## config.mk

```make
export PLATFORM = sky130hd
export DESIGN_NAME = pres80_round
export DESIGN_NICKNAME = d
export VERILOG_FILES = /design/src/hw/rtl/pres80_pkg.sv /design/src/hw/rtl/pres80_round.sv
export SDC_FILE = /design/constraint.sdc
export NUM_CORES = 1
export LEC_CHECK = 0
export BUFFER_PORTS_ARGS = -buffer_cell sky130_fd_sc_hd__clkbuf_2
export CAP_MARGIN = 40
export CORE_MARGIN = 8
export CORE_UTILIZATION = 29
export CTS_CLUSTER_SIZE = 12
export DETAILED_ROUTE_END_ITERATION = 8
export GPL_TIMING_DRIVEN = 0
export PLACE_DENSITY = 0.51
export SKIP_LAST_GASP = 1
export SLEW_MARGIN = 10
export SYNTH_ARGS = -nofsm -noshare
export SYNTH_HDL_FRONTEND = slang
export SYNTH_SLANG_ARGS = --single-unit
```

## constraint.sdc

```tcl
create_clock -name clk -period 1.7 [get_ports clk]
set_clock_uncertainty 0.15 [all_clocks]
set_input_delay 0.255 -clock clk [delete_from_list [all_inputs] [get_ports clk]]
set_output_delay 0.255 -clock clk [all_outputs]
set_load 0.1 [all_outputs]
```

## src/hw/rtl/pres80_pkg.sv

```systemverilog
package pres80_pkg;

  localparam int unsigned BlkW    = 64;
  localparam int unsigned KeyW    = 80;
  localparam int unsigned KeyHiW  = 16;
  localparam int unsigned Rounds  = 31;
  localparam int unsigned RcW     = 5;
  localparam int unsigned CfgIdxW = 2;

  typedef logic [BlkW-1:0]    blk_t;
  typedef logic [KeyW-1:0]    key_t;
  typedef logic [RcW-1:0]     rc_t;
  typedef logic [CfgIdxW-1:0] cfg_idx_t;

  // Configuration register indexes.
  localparam cfg_idx_t CFG_KEY_HIGH = 2'd0;
  localparam cfg_idx_t CFG_KEY_LOW  = 2'd1;

  localparam logic [3:0] SBOX [16] = '{
    4'hC, 4'h5, 4'h6, 4'hB, 4'h9, 4'h0, 4'hA, 4'hD,
    4'h3, 4'hE, 4'hF, 4'h8, 4'h4, 4'h7, 4'h1, 4'h2
  };

  // S-box on every nibble, then bit k of nibble j moves to bit 16k+j.
  function automatic blk_t sp_layer(blk_t x);
    blk_t       y;
    logic [3:0] nib;
    y = '0;
    for (int j = 0; j < 16; j++) begin
      nib = SBOX[x[4*j +: 4]];
      for (int k = 0; k < 4; k++) begin
        y[16*k + j] = nib[k];
      end
    end
    return y;
  endfunction

  // Key register update: rotate left by 61, S-box on the top nibble,
  // round counter into bits 19..15.
  function automatic key_t key_update(key_t k, rc_t rc);
    key_t t;
    t = {k[18:0], k[79:19]};
    t[79:76] = SBOX[t[79:76]];
    t[19:15] = t[19:15] ^ rc;
    return t;
  endfunction

endpackage

```

## src/hw/rtl/pres80_round.sv

```systemverilog
module pres80_round (
  input  logic              clk,
  input  logic              rst_n,
  input  logic              en,
  input  pres80_pkg::rc_t   rc,
  input  logic              vld_i,
  input  pres80_pkg::blk_t  state_i,
  input  pres80_pkg::key_t  key_i,
  output logic              vld_o,
  output pres80_pkg::blk_t  state_o,
  output pres80_pkg::key_t  key_o
);
  import pres80_pkg::*;

  logic vld_r;
  blk_t state_r, state_nxt;
  key_t key_r, key_nxt;

  // One full round: add round key, substitution, permutation; key update.
  always_comb begin
    state_nxt = sp_layer(state_i ^ key_i[KeyW-1 -: BlkW]);
    key_nxt   = key_update(key_i, rc);
  end

  // Valid bit is control state and resets; the payload only loads.
  always_ff @(posedge clk) begin
    if (!rst_n) begin
      vld_r <= 1'b0;
    end else if (en) begin
      vld_r <= vld_i;
    end
  end

  always_ff @(posedge clk) begin
    if (en) begin
      state_r <= state_nxt;
      key_r   <= key_nxt;
    end
  end

  assign vld_o   = vld_r;
  assign state_o = state_r;
  assign key_o   = key_r;

endmodule

```

# Yosys cells after proc, flatten, opt, wreduce, memory -nomap -nowiden
# Memories as Yosys holds them, arrays and structs flattened. A register that Yosys moved wholly into a read port is not among the register bits.
# Index checks and enable logic that the tools add are counted.
# word_totals
reg_bits	81
mem_bits_ro	1088
inputBits	153
out_inout_bits	145
elab_cells	41
n_memories	17
# mem_list
memory	words	width	read_ports	rd_ports_with_merged_regs	write_ports	line_no	source
(name not given)	16	4	1	1	0	pres80_pkg.sv:43	t[79:76] = SBOX[t[79:76]];
(name not given)	16	4	1	1	0	pres80_pkg.sv:30	nib = SBOX[x[4*j +: 4]];
(name not given)	16	4	1	1	0	pres80_pkg.sv:30	
(name not given)	16	4	1	1	0	pres80_pkg.sv:30	
(name not given)	16	4	1	1	0	pres80_pkg.sv:30	
(name not given)	16	4	1	1	0	pres80_pkg.sv:30	
+11 memories	--	--	--	--	--	--	
# op_classes
order_cmp	1
mux	2
bitwise	19
# op_table
operator	count
$not 4->5	17
$xor 64x64->64	1
$mux 4	2
$ge 5x5->1 const B	1
$xor 5x5->5	1

# Depth between registers and ports, before layout
# Gate-level depths: netlist (run 1).
# depth
ltp_word	4
depth_mapped	6
depth_no_buf	6

# Least setup slack after synthesis (run 1)
# Ideal clock, no wire load.
# synth_timing
kind	input port to flip-flop
startpoint	input key_i[17]
endpoint	register state_r[32] (netlist: state_o[32]), data pin
setup_time_ps	272
t_arrival_ps	1430
t_required_ps	1278
setup_slack_ps	-152
stages	5
n_path_buf	1
cell_sequence	buf_6 xnor2_1 inv_1 ha_1 mux4_2
# synth_between
elab_chain_cells	2
# synth_rtl
element	line_no	source
start: declaration	pres80_round.sv:8	input pres80_pkg::key_t key_i,
$xor 64x64->64	pres80_round.sv:21	state_nxt = sp_layer(state_i ^ key_i[KeyW-1 -: BlkW]);
$not 4->5 (implied by the code)	pres80_pkg.sv:30	
end: declaration	pres80_round.sv:16	blk_t state_r, state_nxt;
# No other way between the ends.
# A chain may end at the register's enable or synchronous reset.

# Worst setup path in the final report (run 1)
# layout_timing
startpoint	register state_r[47] (netlist: state_o[47])
endpoint	output state_o[47]
# layout_lines
element	line_no	source
end: declaration	pres80_round.sv:10	output pres80_pkg::blk_t state_o,
# No word-level cell between the ends.

==> metrics.yaml, run 1 <==
pwr-share-seq_pct: 33.9
grt_pass1_vias: 5685
yosys.area_share.simple_pct: 1.90
synth-seq-cells: 145
firstDrtPassIters: 4
drive_above_1_share_pct: 45.5
num_vias: 5371
leakagePower_uw: 0.00491
place_area_um2: 9840
p_int_uw: 7610
yosys.area.top_type: "edfxtp_1"
synth_cell_types: 37
drc: 0
crit_fanout: 1
comb_power_share_pct: 40.3
drt-total-wl_mm: 19.9
grt_max_degree: 97
antenna_found_initial: 0
p_per_area_nw_per_um2: 1210
cpMaxStageDelayCell: "clkbuf_2"
dieArea_um2: 32000
max_freq_ghz: 0.608
start_kind: "flip-flop"
cap_viol_max_count: 0
yosysTopAreaCellShare_pct: 56.2
drtIter0Drc: 221
root_buffer: "clkbuf_16"
cts.sinks: 145
die_y_um: 179
ant_nets: 0
tightest_slew_ns: 0.770
cts_tree: "yes"
required_ns: 1.29
synthesis.area_um2: 7690
synth_top_family_by_area: "XOR/XNOR gates"
max_stage_delay_ns: 0.47
ys_seq_area_share_pct: 56.5
fin_crit_ns: 1.65
wire_per_inst_um: 16.0
path_delay_family: "buffers and inverters"
cp-end-kind: "primary output"
status: "complete, no violations"
antenna_cells: 0
synth-xor-area-share_pct: 12.4
rsz0062_at_grt: "no"
hp-class: "input pin to flip-flop"
cts.clk_slew.worst_paths_ns: 0.07
fp.dieW_um: 179
synth-compound-area-share_pct: 4.72
gp_congestion: 0.731
syn_inst: 500
track_usage_pct: 12.0
ir_worst_vdd_uv: 734
synth-adder-area-share_pct: 8.62
path_cells: "clkbuf_2"
cts_buffers: 17
fp-row-count: 59
hold_viol: 0
clk-insertion-delay-late_ns: 0.41
slew_viol_final: 0
power_frac_clock_pct: 25.7
critPathBufInv: 1
syn_nets: 706
areaGrowthSynthToFinish_pct: 45.5
avgSynthCellArea_um2: 15.4
place_hpwl_mm: 15.2
critical_path_arrival_ns: 1.24
clockBufferDepth: 2
via_per_inst: 4.33
numPortBuffers: 295
relSlewSlack_pct: 48.7
switchingPower_uw: 5960
r2r_setup_slack_ns: 0.33
start_util_pct: 29.5
synth.area.mux_share_pct: 12.4
setup_viol: 0
swShare_pct: 43.9
worst-setup-path-type: "flip-flop to primary output"
setup_tns_ns: 0
synthTopCellsByArea: "edfxtp_1 (56%), ha_1 (8.6%), mux2i_1 (5.3%)"
nNetsFinal: 1099
grt-ovfl-total: 0
grt_pass1_wl_mm: 29.9
ioPinCount: 298
core_um2: 26100
final_cell_area_um2: 11200
htree_levels: 4
yosysWarningCount: 0
fin_crit_sh_pct: 96.8
cell families (layout without fill, tap and decap cells):
logic type               Yosys count  count (layout)
adder cells (fa/ha/maj)           53              53
XOR/XNOR                          89              89
flip-flops                       145             145
AO/OA/AOI/OAI                     48              48
AND/OR/NAND/NOR                   29              29
buffers and inverters             69             475
multiplexers                      67              67
routing by layer:
metal,track usage (%),part of all wire (%)
met5,0,0
met2,19.6,47
met3,5.45,10
met4,3.07,0.85
met1,14.2,41
synth_stat cells:
cell type / count
xor2_4: 1
inv_1: 66
o22ai_1: 1
xnor2_2: 7
o21bai_1: 1
o2bb2ai_1: 1
o221a_1: 1
xor2_1: 27
nand3_1: 11
mux2_2: 5
xor2_2: 11
a311oi_1: 1
buf_6: 1
and3_1: 1
inv_2: 1
o211ai_1: 10
xnor2_4: 1
dfxtp_1: 1
or3_1: 1
nor3b_1: 1
edfxtp_1: 144
buf_4: 1
o21a_1: 2
ha_1: 53
nand2_1: 4
o221a_2: 10
mux4_2: 18
xnor2_1: 42
a221oi_1: 2
mux4_1: 3
nor2_1: 2
nor2b_1: 2
mux2i_1: 41
or2_2: 1
a211oi_1: 2
nor3_1: 6
o21ai_0: 17
worst paths after layout:
kind | start | end | depth (start not counted)
max | state_o[47]$_DFFE_PP_ | state_o[47] | 1
min | key_i[38] | key_o[19]$_DFFE_PP_ | 2
max reg2reg | vld_o$_SDFFE_PN0P_ | vld_o$_SDFFE_PN0P_ | 3
min reg2reg | vld_o$_SDFFE_PN0P_ | vld_o$_SDFFE_PN0P_ | 3
per-stage QoR:
step                      setup slack [ns]  utilization (%)  instances  total power [uW]  hold WS [ns]
after floorplan                    -0.0687                -        500              9000         0.204
after global placement               -2.17             37.6       1130             10100         0.283
after detailed placement            -0.273             37.8       1131             10100         0.284
after CTS                          0.00839             42.8       1241             13800       0.00115
after global routing              0.000537             42.9       1241             14200       0.00945
final                               0.0543             42.9       1241             13600        0.0298
power by group through the flow:
stage	clock (uW)	combinational, uW	sequential [uW]
finish	3490	5480	4600
floorplan	0	1190	7800
detailed placement	0	5380	4690
CTS	3680	5530	4610
global route	3760	5770	4650
global placement	0	5360	4690
cell usage in the layout, fill, tap and decap left out, drive strengths merged, types with 2 or more instances in the layout:
cell type / instances
mux2i: 41
nand3: 11
xor2: 39
nor2: 2
inv: 72
o21a: 2
o211ai: 10
edfxtp: 144
clkinvlp: 6
nor3: 6
clkinv: 3
nand2: 4
buf: 5
mux4: 21
dlygate4sd3: 78
a211oi: 2
nor2b: 2
a221oi: 2
clkbuf: 311
ha: 53
o21ai: 17
xnor2: 50
o221a: 11
mux2: 5
registers in the layout, indices dropped and copies added, names as in the netlist:
register  count
state_o      64
key_o        80
vld_o         1
layout make-up:
type,count,area (um2)
Tap cell,335,419
Sequential cell,145,4340
Inverter,67,251
Timing Repair Buffer,374,2290
Buffer,2,18.8
Multi-Input combinational cell,286,3330
Clock buffer,18,429
Fill cell,2490,14900
Clock inverter,14,108
worst reg2reg max path: stages (launching register included):
cell           delay, ns
dfxtp_1             0.32
mux2i_1             0.18
nor2b_1             0.07
dlygate4sd3_1       0.55
timing repair:
action / in CTS / in global routing
setup endpoints to repair: 0 / 5
setup buffers: 0 / 0
hold buffers: 78 / 0
hold endpoints to repair: 77 / 0
resized for setup: 0 / 5
No activity file was read; power rests on OpenSTA's default activity.
==> run 2, diff against run 1 <==
REMOVE_ABC_BUFFERS = 1   (was default)
==> run 2 against run 1 <==
Net effect: routed wire length barely moved; largest power group unchanged; critical endpoint is now state_o[29]$_DFFE_PP_; final area decreased by 1.5%; combinational power decreased by 0.9%; die area is the same; count of clock-buffer cells in the layout unchanged; non-clock buffer count increased by 2; via count fell by 0.28%.
==> metrics.yaml, run 2 (synthesized netlist as in run 1, its figures left out) <==
tightest_slew_ns: 0.651  # -0.119 ns
grt_pass1_wl_mm: 30.3  # +1.4%
start_kind: "input pin"
wire_per_inst_um: 16.0  # -0.22%
antenna_found_initial: 1  # +1
leakagePower_uw: 0.00486  # -0.97%
hp-class: "input pin to flip-flop"
hold_viol: 0  # unchanged
path_cells: "dlygate4sd3_1 > clkbuf_2 > xor2_2 > xnor2_1 > o221a_2"
fin_util_pct: 42.3  # -0.64 points
fp.dieW_um: 179  # unchanged
required_ns: 1.71  # +0.42 ns
path_delay_family: "buffers and inverters"
startpoint: "key_i[71]"
cpMaxStageDelayCell: "dlygate4sd3_1"
root_buffer: "clkbuf_16"
die_y_um: 179  # unchanged
dieArea_um2: 32000  # unchanged
clockBufferDepth: 2  # unchanged
ff2ff_path_depth: 2  # -1
core_um2: 26100  # unchanged
grt_pass1_vias: 5729  # +0.77%
cp-end-kind: "flip-flop"
crit_end: "state_o[29]$_DFFE_PP_"
start_util_pct: 29.5  # unchanged
cts.clk_slew.worst_paths_ns: 0.06  # about the same
numPortBuffers: 297  # +0.68%
setup_viol: 0  # unchanged
cts.sinks: 145  # unchanged
drc: 0  # unchanged
drtIter0Drc: 211  # -4.5%
ant_nets: 0  # unchanged
drt-total-wl_mm: 19.9  # about the same
max_stage_delay_ns: 0.53  # +0.06 ns
critPathBufInv: 2  # +1
gp_congestion: 0.751  # +2.7%
nNetsFinal: 1101  # +0.18%
final_common_cell: "clkbuf_2"
via_per_inst: 4.31  # -0.52%
fin_crit_sh_pct: 97.8  # +1.0 points
areaGrowthSynthToFinish_pct: 43.4
status: "complete, no violations"
cts_tree: "yes"
fin_crit_ns: 1.66  # +0.0170 ns
worst-setup-path-type: "input pin to flip-flop"
largest_reg_flops: 80  # unchanged
r2r_setup_slack_ns: 0.95  # +0.62 ns
critical_path_arrival_ns: 1.68  # +0.44 ns
track_usage_pct: 12.1  # +0.14 points
final_cell_mix: "clkbuf_2 (295), edfxtp_1 (144), dlygate4sd3_1 (80)"
fp-row-count: 59  # unchanged
relSlewSlack_pct: 56.3  # +7.6 points
grt_max_degree: 79  # -19%
r2r_end: "vld_o$_SDFFE_PN0P_"
clk-insertion-delay-late_ns: 0.41  # about the same
placed_cells: 1131  # unchanged
htree_levels: 4  # unchanged
rsz0062_at_grt: "no"
firstDrtPassIters: 4  # unchanged
grt-ovfl-total: 0  # unchanged
cap_viol_max_count: 0  # unchanged
fin_cells: 1244  # +0.24%
ioPinCount: 298  # unchanged
num_vias: 5356  # -0.28%
slew_viol_final: 0  # unchanged
max_freq_ghz: 0.601  # -1.0%
crit_fanout: 7  # +6
drive_above_1_share_pct: 43.0  # -2.5 points
cts_buffers: 17  # unchanged
place_hpwl_mm: 15.3  # +0.84%
timing.rr.start: "vld_o$_SDFFE_PN0P_"
p_per_area_nw_per_um2: 1240  # +2.0%
ir_worst_vdd_uv: 553  # -25%
cp.depth: 5  # +4
## run 2: changes by cell type in the layout (fill, tap and decap cells not counted), sizes merged
| cell | before | now |
|---|---|---|
| dlygate4sd3 | 78 | 80 |
| diode | 0 | 1 |
| clkbuf | 311 | 315 |
| buf | 5 | 1 |
| clkinv | 3 | 4 |
| clkinvlp | 6 | 2 |
| inv | 72 | 75 |
## run 2: timing repair
item	CTS	global route
gates cloned	0	0
hold buffers	79	1
endpoints found under the hold margin	77	1
buffers inserted	0	0
endpoints found under the setup margin	1	7
gates resized for setup	1	6
pin swaps	0	0
## run 2: layer usage
metal / global-route usage (%) / vias to the layer above / routed length (um)
li1: - / 2644 / -
met1: 13.7 / 2522 / 8110
met2: 20.9 / 182 / 9600
met3: 5.31 / 8 / 1990
met4: 2.79 / 0 / 151
met5: 0 / - / 0
## run 2: cell type report
type | instances | area [um2]
diodes | 1 | 2.50
repair buffers | 378 | 2330
clock buffers | 18 | 439
well taps | 335 | 419
inverters | 67 | 251
clock inverters | 14 | 118
multi-input cells | 286 | 3120
flip-flops and latches | 145 | 4340
fillers | 2466 | 15000
## run 2: worst min path at each step
stage                     startpoint                  end  slack, ns  cells after the start
after CTS                  key_i[37]  key_o[18]$_DFFE_PP_     0.0007                      2
after floorplan            key_i[19]   key_o[0]$_DFFE_PP_       0.20                      0
after detailed placement    key_i[0]  key_o[61]$_DFFE_PP_       0.28                      1
after global placement      key_i[5]  key_o[66]$_DFFE_PP_       0.28                      1
after global routing       key_i[38]  key_o[19]$_DFFE_PP_       0.01                      2
final                      key_i[38]  key_o[19]$_DFFE_PP_       0.03                      2
## run 2: where the power goes
part | leakage [uW] | switching (uW) | internal, uW | total [uW]
registers | 0.00142 | 117 | 4490 | 4600
logic | 0.00317 | 4230 | 1210 | 5430
clock network | 0.000272 | 1640 | 1960 | 3600
## run 2: metrics by stage
step / total power (uW) / setup slack, ns / setup TNS [ns] / instance area, um2 / hold slack, ns
floorplan: 8950 / -0.0781 / -0.685 / 7670 / 0.204
global placement: 9990 / -2.19 / -310.88 / 9580 / 0.282
detailed placement: 10000 / -0.436 / -12.79 / 9610 / 0.284
CTS: 13800 / 0.0149 / 0 / 11000 / 0.000703
global route: 14300 / 0.000347 / 0 / 11000 / 0.0114
finish: 13600 / 0.0373 / 0 / 11000 / 0.0334
## run 2: worst reg2reg max path, cell delays in order (launching register included)
cell     delay (ns)
dfxtp_1        0.31
mux2i_1        0.13
nor2b_1        0.06
